File: src/hdl/grd_pkg.sv
package grd_pkg;

  // Field widths of the stream payloads
  localparam int ROW_W    = 16;
  localparam int WEIGHT_W = 8;
  localparam int GIDX_W   = 2;
  localparam int ISSUE_W  = 8;
  localparam int STALL_W  = 4;
  localparam int UNITS_W  = 11;
  localparam int FIN_W    = 32;
  localparam int OUT_DW   = 64;

  // Command codes carried in tuser
  localparam logic CMD_START = 1'b0;
  localparam logic CMD_TICK  = 1'b1;

  // Configuration register indexes
  localparam logic REG_TOTAL_ROWS   = 1'b0;
  localparam logic REG_STALL_WEIGHT = 1'b1;

  // Per-group figures found by one lane
  typedef struct packed {
    logic [ISSUE_W-1:0] issued;
    logic [STALL_W-1:0] stalled;
    logic [UNITS_W-1:0] units;
    logic               sync;
  } lane_stat_t;

  // One result beat
  typedef struct packed {
    logic [GIDX_W-1:0]  group_index;
    logic [ROW_W-1:0]   work_row;
    logic [ISSUE_W-1:0] issued_mask;
    logic [STALL_W-1:0] stalled_count;
    logic [UNITS_W-1:0] stall_units;
    logic               row_advanced;
    logic [ROW_W-1:0]   next_work_row;
    logic               group_finished;
    logic               all_finished;
    logic               last;
  } result_t;

endpackage

File: src/hdl/grd_lane.sv
module grd_lane #(
  parameter int BLOCKS_PER_GROUP = 8
) (
  input  logic [BLOCKS_PER_GROUP-1:0]     done_flags,
  input  logic [BLOCKS_PER_GROUP-1:0]     finish,
  input  logic [grd_pkg::WEIGHT_W-1:0]    stall_weight,
  output logic [BLOCKS_PER_GROUP-1:0]     done_after,
  output grd_pkg::lane_stat_t             stat
);
  import grd_pkg::*;

  localparam int CNT_W  = $clog2(BLOCKS_PER_GROUP + 1);
  localparam int PROD_W = CNT_W + WEIGHT_W + 1;

  logic [CNT_W-1:0]   stalled;
  logic [PROD_W-1:0]  prod;
  logic [ISSUE_W-1:0] issued;

  // Count idle blocks, mark busy ones that finish this tick
  always_comb begin
    stalled = '0;
    for (int k = 0; k < BLOCKS_PER_GROUP; k++) begin
      stalled = stalled + CNT_W'(done_flags[k]);
    end
    done_after = done_flags | finish;
  end

  // Show busy blocks on the first eight mask bits
  always_comb begin
    issued = '0;
    for (int k = 0; k < ISSUE_W; k++) begin
      if (k < BLOCKS_PER_GROUP) begin
        issued[k] = ~done_flags[k];
      end
    end
  end

  assign prod = PROD_W'(stalled) * PROD_W'(stall_weight);
  assign stat = {issued, STALL_W'(stalled), UNITS_W'(prod), &done_after};

endmodule

File: src/hdl/grd_merge.sv
module grd_merge #(
  parameter int GROUPS = 4
) (
  input  logic [GROUPS-1:0]           sync,
  input  logic [grd_pkg::ROW_W-1:0]   row_ctr,
  input  logic [grd_pkg::ROW_W-1:0]   total_rows,
  output logic [GROUPS-1:0]           advance,
  output logic [grd_pkg::ROW_W-1:0]   new_row [GROUPS],
  output logic [grd_pkg::ROW_W-1:0]   row_ctr_nxt
);
  import grd_pkg::*;

  localparam int PW = $clog2(GROUPS + 1);

  // Hand out shared rows to syncing groups in ascending order
  always_comb begin
    logic [PW-1:0]  taken;
    logic [ROW_W:0] cand;
    taken = '0;
    cand  = '0;
    for (int d = 0; d < GROUPS; d++) begin
      cand       = {1'b0, row_ctr} + (ROW_W+1)'(taken);
      new_row[d] = cand[ROW_W-1:0];
      advance[d] = sync[d] && (cand < {1'b0, total_rows});
      taken      = taken + PW'(advance[d]);
    end
    row_ctr_nxt = row_ctr + ROW_W'(taken);
  end

endmodule

File: src/hdl/group_row_dispatch_sync_core.sv
// Channel | Dir | Handshake                 | Payload
// in_     | in  | in_tvalid / in_tready     | tuser cmd, tdata block_finish
// out_    | out | out_tvalid / out_tready   | tdata result fields, tlast last
// cfg_    | in  | cfg_wen                   | cfg_index, cfg_wdata
//
// A tick beat updates the dispatch state in the cycle it is taken and yields
// GROUPS result beats, one per cycle while out_tready is high, from a shift
// buffer; a new beat is taken in the cycle the final result beat leaves.
// A start beat yields nothing and may be taken whenever in_tready is high.
// Synchronous active-low reset restores config, dispatch and count registers.
module group_row_dispatch_sync_core #(
  parameter int GROUPS           = 4,
  parameter int BLOCKS_PER_GROUP = 8
) (
  input  logic                          clk,
  input  logic                          rst_n,
  input  logic                          in_tvalid,
  output logic                          in_tready,
  input  logic [grd_pkg::FIN_W-1:0]     in_tdata,  // [31:0] block_finish
  input  logic                          in_tuser,  // [0] cmd
  output logic                          out_tvalid,
  input  logic                          out_tready,
  // [1:0] group_index, [17:2] work_row, [25:18] issued_mask,
  // [29:26] stalled_count, [40:30] stall_units, [41] row_advanced,
  // [57:42] next_work_row, [58] group_finished, [59] all_finished, [63:60] zero
  output logic [grd_pkg::OUT_DW-1:0]    out_tdata,
  output logic                          out_tlast,
  input  logic                          cfg_wen,
  input  logic                          cfg_index,
  input  logic [grd_pkg::ROW_W-1:0]     cfg_wdata
);
  import grd_pkg::*;

  localparam int NBLK  = GROUPS * BLOCKS_PER_GROUP;
  localparam int CNT_W = $clog2(GROUPS + 1);
  localparam int PAD_W = OUT_DW - $bits(result_t) + 1;

  logic [ROW_W-1:0]    total_rows_r;
  logic [WEIGHT_W-1:0] stall_weight_r;
  logic [ROW_W-1:0]    group_row_r [GROUPS];
  logic [NBLK-1:0]     done_r;
  logic [GROUPS-1:0]   gdone_r;
  logic [ROW_W-1:0]    ctr_r;

  logic [NBLK-1:0]     fin_all;
  logic [NBLK-1:0]     done_after;
  lane_stat_t          stat [GROUPS];
  logic [GROUPS-1:0]   sync;
  logic [GROUPS-1:0]   advance;
  logic [ROW_W-1:0]    new_row [GROUPS];
  logic [ROW_W-1:0]    ctr_nxt;

  logic [NBLK-1:0]     done_nxt;
  logic [GROUPS-1:0]   gdone_nxt;
  logic [ROW_W-1:0]    row_nxt [GROUPS];
  result_t             res [GROUPS];

  result_t             buf_r [GROUPS];
  logic [CNT_W-1:0]    cnt_r;

  logic in_beat, out_beat, tick_beat, start_beat;

  assign out_beat   = out_tvalid && out_tready;
  assign in_tready  = (cnt_r == '0) || (out_beat && cnt_r == CNT_W'(1));
  assign in_beat    = in_tvalid && in_tready;
  assign tick_beat  = in_beat && (in_tuser == CMD_TICK);
  assign start_beat = in_beat && (in_tuser == CMD_START);

  // Spread finish bits over blocks; blocks past the bus never finish
  for (genvar b = 0; b < NBLK; b++) begin : g_fin
    if (b < FIN_W) begin : g_in
      assign fin_all[b] = in_tdata[b];
    end else begin : g_none
      assign fin_all[b] = 1'b0;
    end
  end

  // One lane per group
  for (genvar d = 0; d < GROUPS; d++) begin : g_lane
    grd_lane #(
      .BLOCKS_PER_GROUP (BLOCKS_PER_GROUP)
    ) u_lane (
      .done_flags   (done_r[d*BLOCKS_PER_GROUP +: BLOCKS_PER_GROUP]),
      .finish       (fin_all[d*BLOCKS_PER_GROUP +: BLOCKS_PER_GROUP]),
      .stall_weight (stall_weight_r),
      .done_after   (done_after[d*BLOCKS_PER_GROUP +: BLOCKS_PER_GROUP]),
      .stat         (stat[d])
    );
    assign sync[d] = stat[d].sync;
  end

  grd_merge #(
    .GROUPS (GROUPS)
  ) u_merge (
    .sync        (sync),
    .row_ctr     (ctr_r),
    .total_rows  (total_rows_r),
    .advance     (advance),
    .new_row     (new_row),
    .row_ctr_nxt (ctr_nxt)
  );

  // Form next state and the results of the tick
  always_comb begin
    for (int d = 0; d < GROUPS; d++) begin
      done_nxt[d*BLOCKS_PER_GROUP +: BLOCKS_PER_GROUP] =
        advance[d] ? '0 : done_after[d*BLOCKS_PER_GROUP +: BLOCKS_PER_GROUP];
      gdone_nxt[d] = gdone_r[d] || (sync[d] && !advance[d]);
      row_nxt[d]   = advance[d] ? new_row[d] : group_row_r[d];
    end
    for (int d = 0; d < GROUPS; d++) begin
      res[d].group_index    = GIDX_W'(d);
      res[d].work_row       = group_row_r[d];
      res[d].issued_mask    = stat[d].issued;
      res[d].stalled_count  = stat[d].stalled;
      res[d].stall_units    = stat[d].units;
      res[d].row_advanced   = advance[d];
      res[d].next_work_row  = row_nxt[d];
      res[d].group_finished = gdone_nxt[d];
      res[d].all_finished   = (d == GROUPS - 1) && (&gdone_nxt);
      res[d].last           = (d == GROUPS - 1);
    end
  end

  // Configuration registers
  always_ff @(posedge clk) begin
    if (!rst_n) begin
      total_rows_r   <= 16'd16;
      stall_weight_r <= 8'd8;
    end else if (cfg_wen) begin
      case (cfg_index)
        REG_TOTAL_ROWS:   total_rows_r   <= cfg_wdata;
        REG_STALL_WEIGHT: stall_weight_r <= cfg_wdata[WEIGHT_W-1:0];
        default: ;
      endcase
    end
  end

  // Dispatch state: restore on reset or start, advance on tick
  always_ff @(posedge clk) begin
    if (!rst_n || start_beat) begin
      for (int d = 0; d < GROUPS; d++) begin
        group_row_r[d] <= ROW_W'(d);
      end
      done_r  <= '0;
      gdone_r <= '0;
      ctr_r   <= ROW_W'(GROUPS);
    end else if (tick_beat) begin
      group_row_r <= row_nxt;
      done_r      <= done_nxt;
      gdone_r     <= gdone_nxt;
      ctr_r       <= ctr_nxt;
    end
  end

  // Result count: load on tick, drop one per output beat
  always_ff @(posedge clk) begin
    if (!rst_n) begin
      cnt_r <= '0;
    end else if (tick_beat) begin
      cnt_r <= CNT_W'(GROUPS);
    end else if (out_beat) begin
      cnt_r <= cnt_r - CNT_W'(1);
    end
  end

  // Result shift buffer: head entry drives the output
  always_ff @(posedge clk) begin
    if (tick_beat) begin
      buf_r <= res;
    end else if (out_beat) begin
      for (int d = 0; d < GROUPS - 1; d++) begin
        buf_r[d] <= buf_r[d+1];
      end
    end
  end

  assign out_tvalid = (cnt_r != '0);
  assign out_tlast  = buf_r[0].last;
  assign out_tdata  = {PAD_W'(0),
                       buf_r[0].all_finished,
                       buf_r[0].group_finished,
                       buf_r[0].next_work_row,
                       buf_r[0].row_advanced,
                       buf_r[0].stall_units,
                       buf_r[0].stalled_count,
                       buf_r[0].issued_mask,
                       buf_r[0].work_row,
                       buf_r[0].group_index};

endmodule
File: config.mk
export PLATFORM = sky130hd
export DESIGN_NAME = group_row_dispatch_sync_core
export DESIGN_NICKNAME = d
export VERILOG_FILES = /design/src/hdl/grd_pkg.sv /design/src/hdl/grd_lane.sv /design/src/hdl/grd_merge.sv /design/src/hdl/group_row_dispatch_sync_core.sv
export SDC_FILE = /design/constraint.sdc
export NUM_CORES = 1
export LEC_CHECK = 0
export ABC_AREA = 1
export ABC_CLOCK_PERIOD_IN_PS = 12950
export BUFFER_PORTS_ARGS = -buffer_cell sky130_fd_sc_hd__buf_2
export CAP_MARGIN = 5
export CORE_ASPECT_RATIO = 2
export CORE_MARGIN = 10
export CORE_UTILIZATION = 45
export CTS_BUF_LIST = sky130_fd_sc_hd__clkbuf_16
export CTS_CLUSTER_SIZE = 30
export DETAILED_ROUTE_END_ITERATION = 10
export GPL_TIMING_DRIVEN = 0
export MAX_ROUTING_LAYER = met4
export REMOVE_ABC_BUFFERS = 1
export SLEW_MARGIN = 15
export SYNTH_ARGS = -nofsm -noshare
export SYNTH_HDL_FRONTEND = slang
export SYNTH_SLANG_ARGS = --single-unit
File: constraint.sdc
create_clock -name clk -period 12.95 [get_ports clk]
set_input_delay 1.295 -clock clk [delete_from_list [all_inputs] [get_ports clk]]
set_output_delay 1.295 -clock clk [all_outputs]
set_load 0.01 [all_outputs]
==> flow_summary_export.csv <==
group,metric,value,unit
synth,postSynthAreaPerCell,8.622,um^2
synth,netlist_area,22520,um^2
cells_and_area,fin_nets,2905,
outcome,status,"complete, no violations",
critical_path,path_class,"input port to register",
cts,numClockSinks,380,
routing,routed_wl,68500,um
routing,wire_per_inst,20.71,um
global_routing,grt_max_degree,92,
global_routing,grt_pass1_vias,17770,
routing,ant_nets,0,
timing,slew_headroom,21.11,%
critical_path,cp-end-kind,"register",
routing,first_iter_violations,1172,
timing,setup_ws,0.7025,ns
cells_and_area,n_antenna_cell,0,
critical_path,cp_data_required_time,13.41,ns
critical_path,worstPathArrival,12.71,ns
synth,yosysWarnings,0,
synth,synth.ff_latch_count,380,
timing,fmax,81.65,MHz
timing,setup_violations,0,
critical_path,crit_slowest_cell,"fa_1",
synth,synth.distinct_cells,58,
cts,numCtsBuffers,37,
cells_and_area,seqCellArea,9912,um^2
pwr,p_per_area,157.7,nW/um^2
cts,cts_tree,"yes",
pwr,vdd_drop_max,0.0001352,V
floorplan,dieArea,59940,um^2
cts,insertion_delay,0.58,ns
timing,hold_violations,0,
cells_and_area,fillers,4717,
cells_and_area,post-route-util,50.22,%
cts,clock-root-buffer,"clkbuf_16",
floorplan,rows,115,
timing,fin_worst_skew,0.02837,ns
synth,synth-edff-count,229,
synth,synth-main-ff-cell,"edfxtp_1",
routing,post_drt_via_cell_ratio,5.308,
cts,htreeDepth,2,
routing,vias,17560,
floorplan,core_area,49350,um^2
pwr,leakage,11.40,nW
global_routing,grt_first_pass_wirelength,102700,um
critical_path,cp_slowest_stage_delay,0.53,ns
timing,slew_violations,0,
routing,drcViolationCount,0,
critical_path,crit_path_start_kind,"input port",
placement,dp_hpwl,50570,um
cts,hold_buffers,0,
cts,cts_buffer_depth,3,
timing,finalCriticalPeriod,12.25,ns
synth,async_flop_share,0,%
timing,tightest_slew,1.182,ns
placement,dp_slack,-3.525,ns
cells_and_area,multiInputGateArea,10620,um^2
placement,place.gp.congestion,0.9448,
floorplan,ios,122,
global_routing,antenna_found_initial,3,
floorplan,die_width,178.2,um
flow_run,drv_cap,0,
synth,synth.yosys.seq_area_share,43.96,%
synth,synth_cells,2612,
critical_path,crit_path_max_fanout,16,
floorplan,die-height,336.4,um
cells_and_area,final_common_cell,"nand2_1",
placement,port_buffers,117,
cells_and_area,drive_above_1_share,12.38,%
pwr,p_total,0.003910,W
critical_path,crit_path_frequent_cell,"nand2_1",
cts,clk_pin_slew,0.07,ns
cells_and_area,area_growth,10.06,%
global_routing,track_usage,23.30,%
timing,fin_crit_sh,94.58,%
cells_and_area,most-common-layout-cells,"nand2_1 (754), inv_1 (307), edfxtp_1 (229)",
global_routing,overflow,0,
floorplan,initial_core_util,45.63,%
routing,dr.pass1.iters,6,
hold_path,hp-class,"register to register",
==> flip-flops by register name (all words and copies together), names as in the netlist, 4 cells and up <==
| name | count |
|---|---|
| total_rows_r | 16 |
| done_r | 32 |
| stall_weight_r | 8 |
| ctr_r | 16 |
| group_row_r | 64 |
| gdone_r | 4 |
| buf_r | 176 |
| out_tdata | 60 |
==> metrics by stage <==
stage | area [um^2] | instances | setup TNS [ns] | hold slack [ns]
6_report | 24790 | 3308 | 0 | 0.4558
3_3_place_gp | 22940 | 3209 | -403.77 | 0.4337
3_5_place_dp | 23320 | 3225 | -102.99 | 0.4415
2_1_floorplan | 21550 | 2449 | 0 | 0.4249
5_1_grt | 24790 | 3308 | -0.005380 | 0.4647
4_1_cts | 24670 | 3302 | 0 | 0.4584
==> cells in the mapped netlist, drive strengths merged, types with 4 or more instances <==
cell     instances  area share (%)
xnor2            5            0.19
a22oi            5            0.17
o2111ai         16            0.62
a21o             7            0.23
clkbuf          41            0.69
nor2           133             2.3
xor2            50             1.9
a21oi          161             3.8
nand3b           6            0.20
nand4           31            0.99
ha             145             8.1
clkinv           4           0.067
nand2          783              13
buf            125             3.7
or2             30            0.83
dfxtp          151              13
o21ai          143             3.2
fa              69             6.1
nor3            19            0.47
edfxtp         229              31
nand3          105             2.4
inv            314             5.2
a22o            10            0.39
==> timing repair <==
action                                 CTS  global route
pin swaps                                7             5
cloned                                   1             0
endpoints found under the hold margin    0             0
setup endpoints to repair               59            15
setup buffers                            8             6
gates resized for setup                 33            20
==> cell type report <==
type | count | area share, %
Tap cell | 643 | 3.246
Sequential cell | 380 | 39.99
Inverter | 318 | 4.972
Clock inverter | 31 | 1.040
Clock buffer | 37 | 3.735
Multi-Input combinational cell | 1752 | 42.82
Timing Repair Buffer | 147 | 4.195
==> cell families after synthesis <==
logic type	after synthesis	synth area share (%)
AO/OA/AOI/OAI	364	9.133
XOR/XNOR	55	2.139
adder cells (fa/ha/maj)	214	14.19
buffers and inverters	484	9.672
flip-flops	380	43.96
other	1	0.01665
AND/OR/NAND/NOR	1114	20.89
==> per-layer routing <==
metal / track usage (%) / vias up / wire, um
met5: - / - / 0
met4: 13.08 / 0 / 4398
met3: 2.346 / 152 / 2342
met2: 44.58 / 434 / 38080
met1: 21.85 / 8468 / 23680
li1: - / 8504 / -
==> report_power, final <==
group | internal, W | total (W) | switching [W]
Combinational | 0.000312 | 0.00106 | 0.000751
Clock | 0.000574 | 0.00108 | 0.000507
Sequential | 0.00166 | 0.00177 | 0.000102
Total | 0.00255 | 0.00391 | 0.00136
==> worst max-delay path: cells and delay by family <==
kind	cells	cell delay, ns
simple gates	32	4.06
compound gates	7	1.05
xor+xnor	3	0.70
buf+inv	16	1.46
fa+ha+maj	14	4.11
==> worst paths after layout <==
check | startpoint | to | slack, ns | depth (start not counted)
setup reg to reg | ctr_r[7] | ctr_r[10] | 0.74 | 73
setup / recovery | in_tdata[5] | ctr_r[10] | 0.70 | 72
hold reg to reg | group_row_r[12] | buf_r[55] | 0.46 | 0
hold / removal | group_row_r[12] | buf_r[55] | 0.46 | 0
Note: power is estimated with default switching activity, not from simulation.
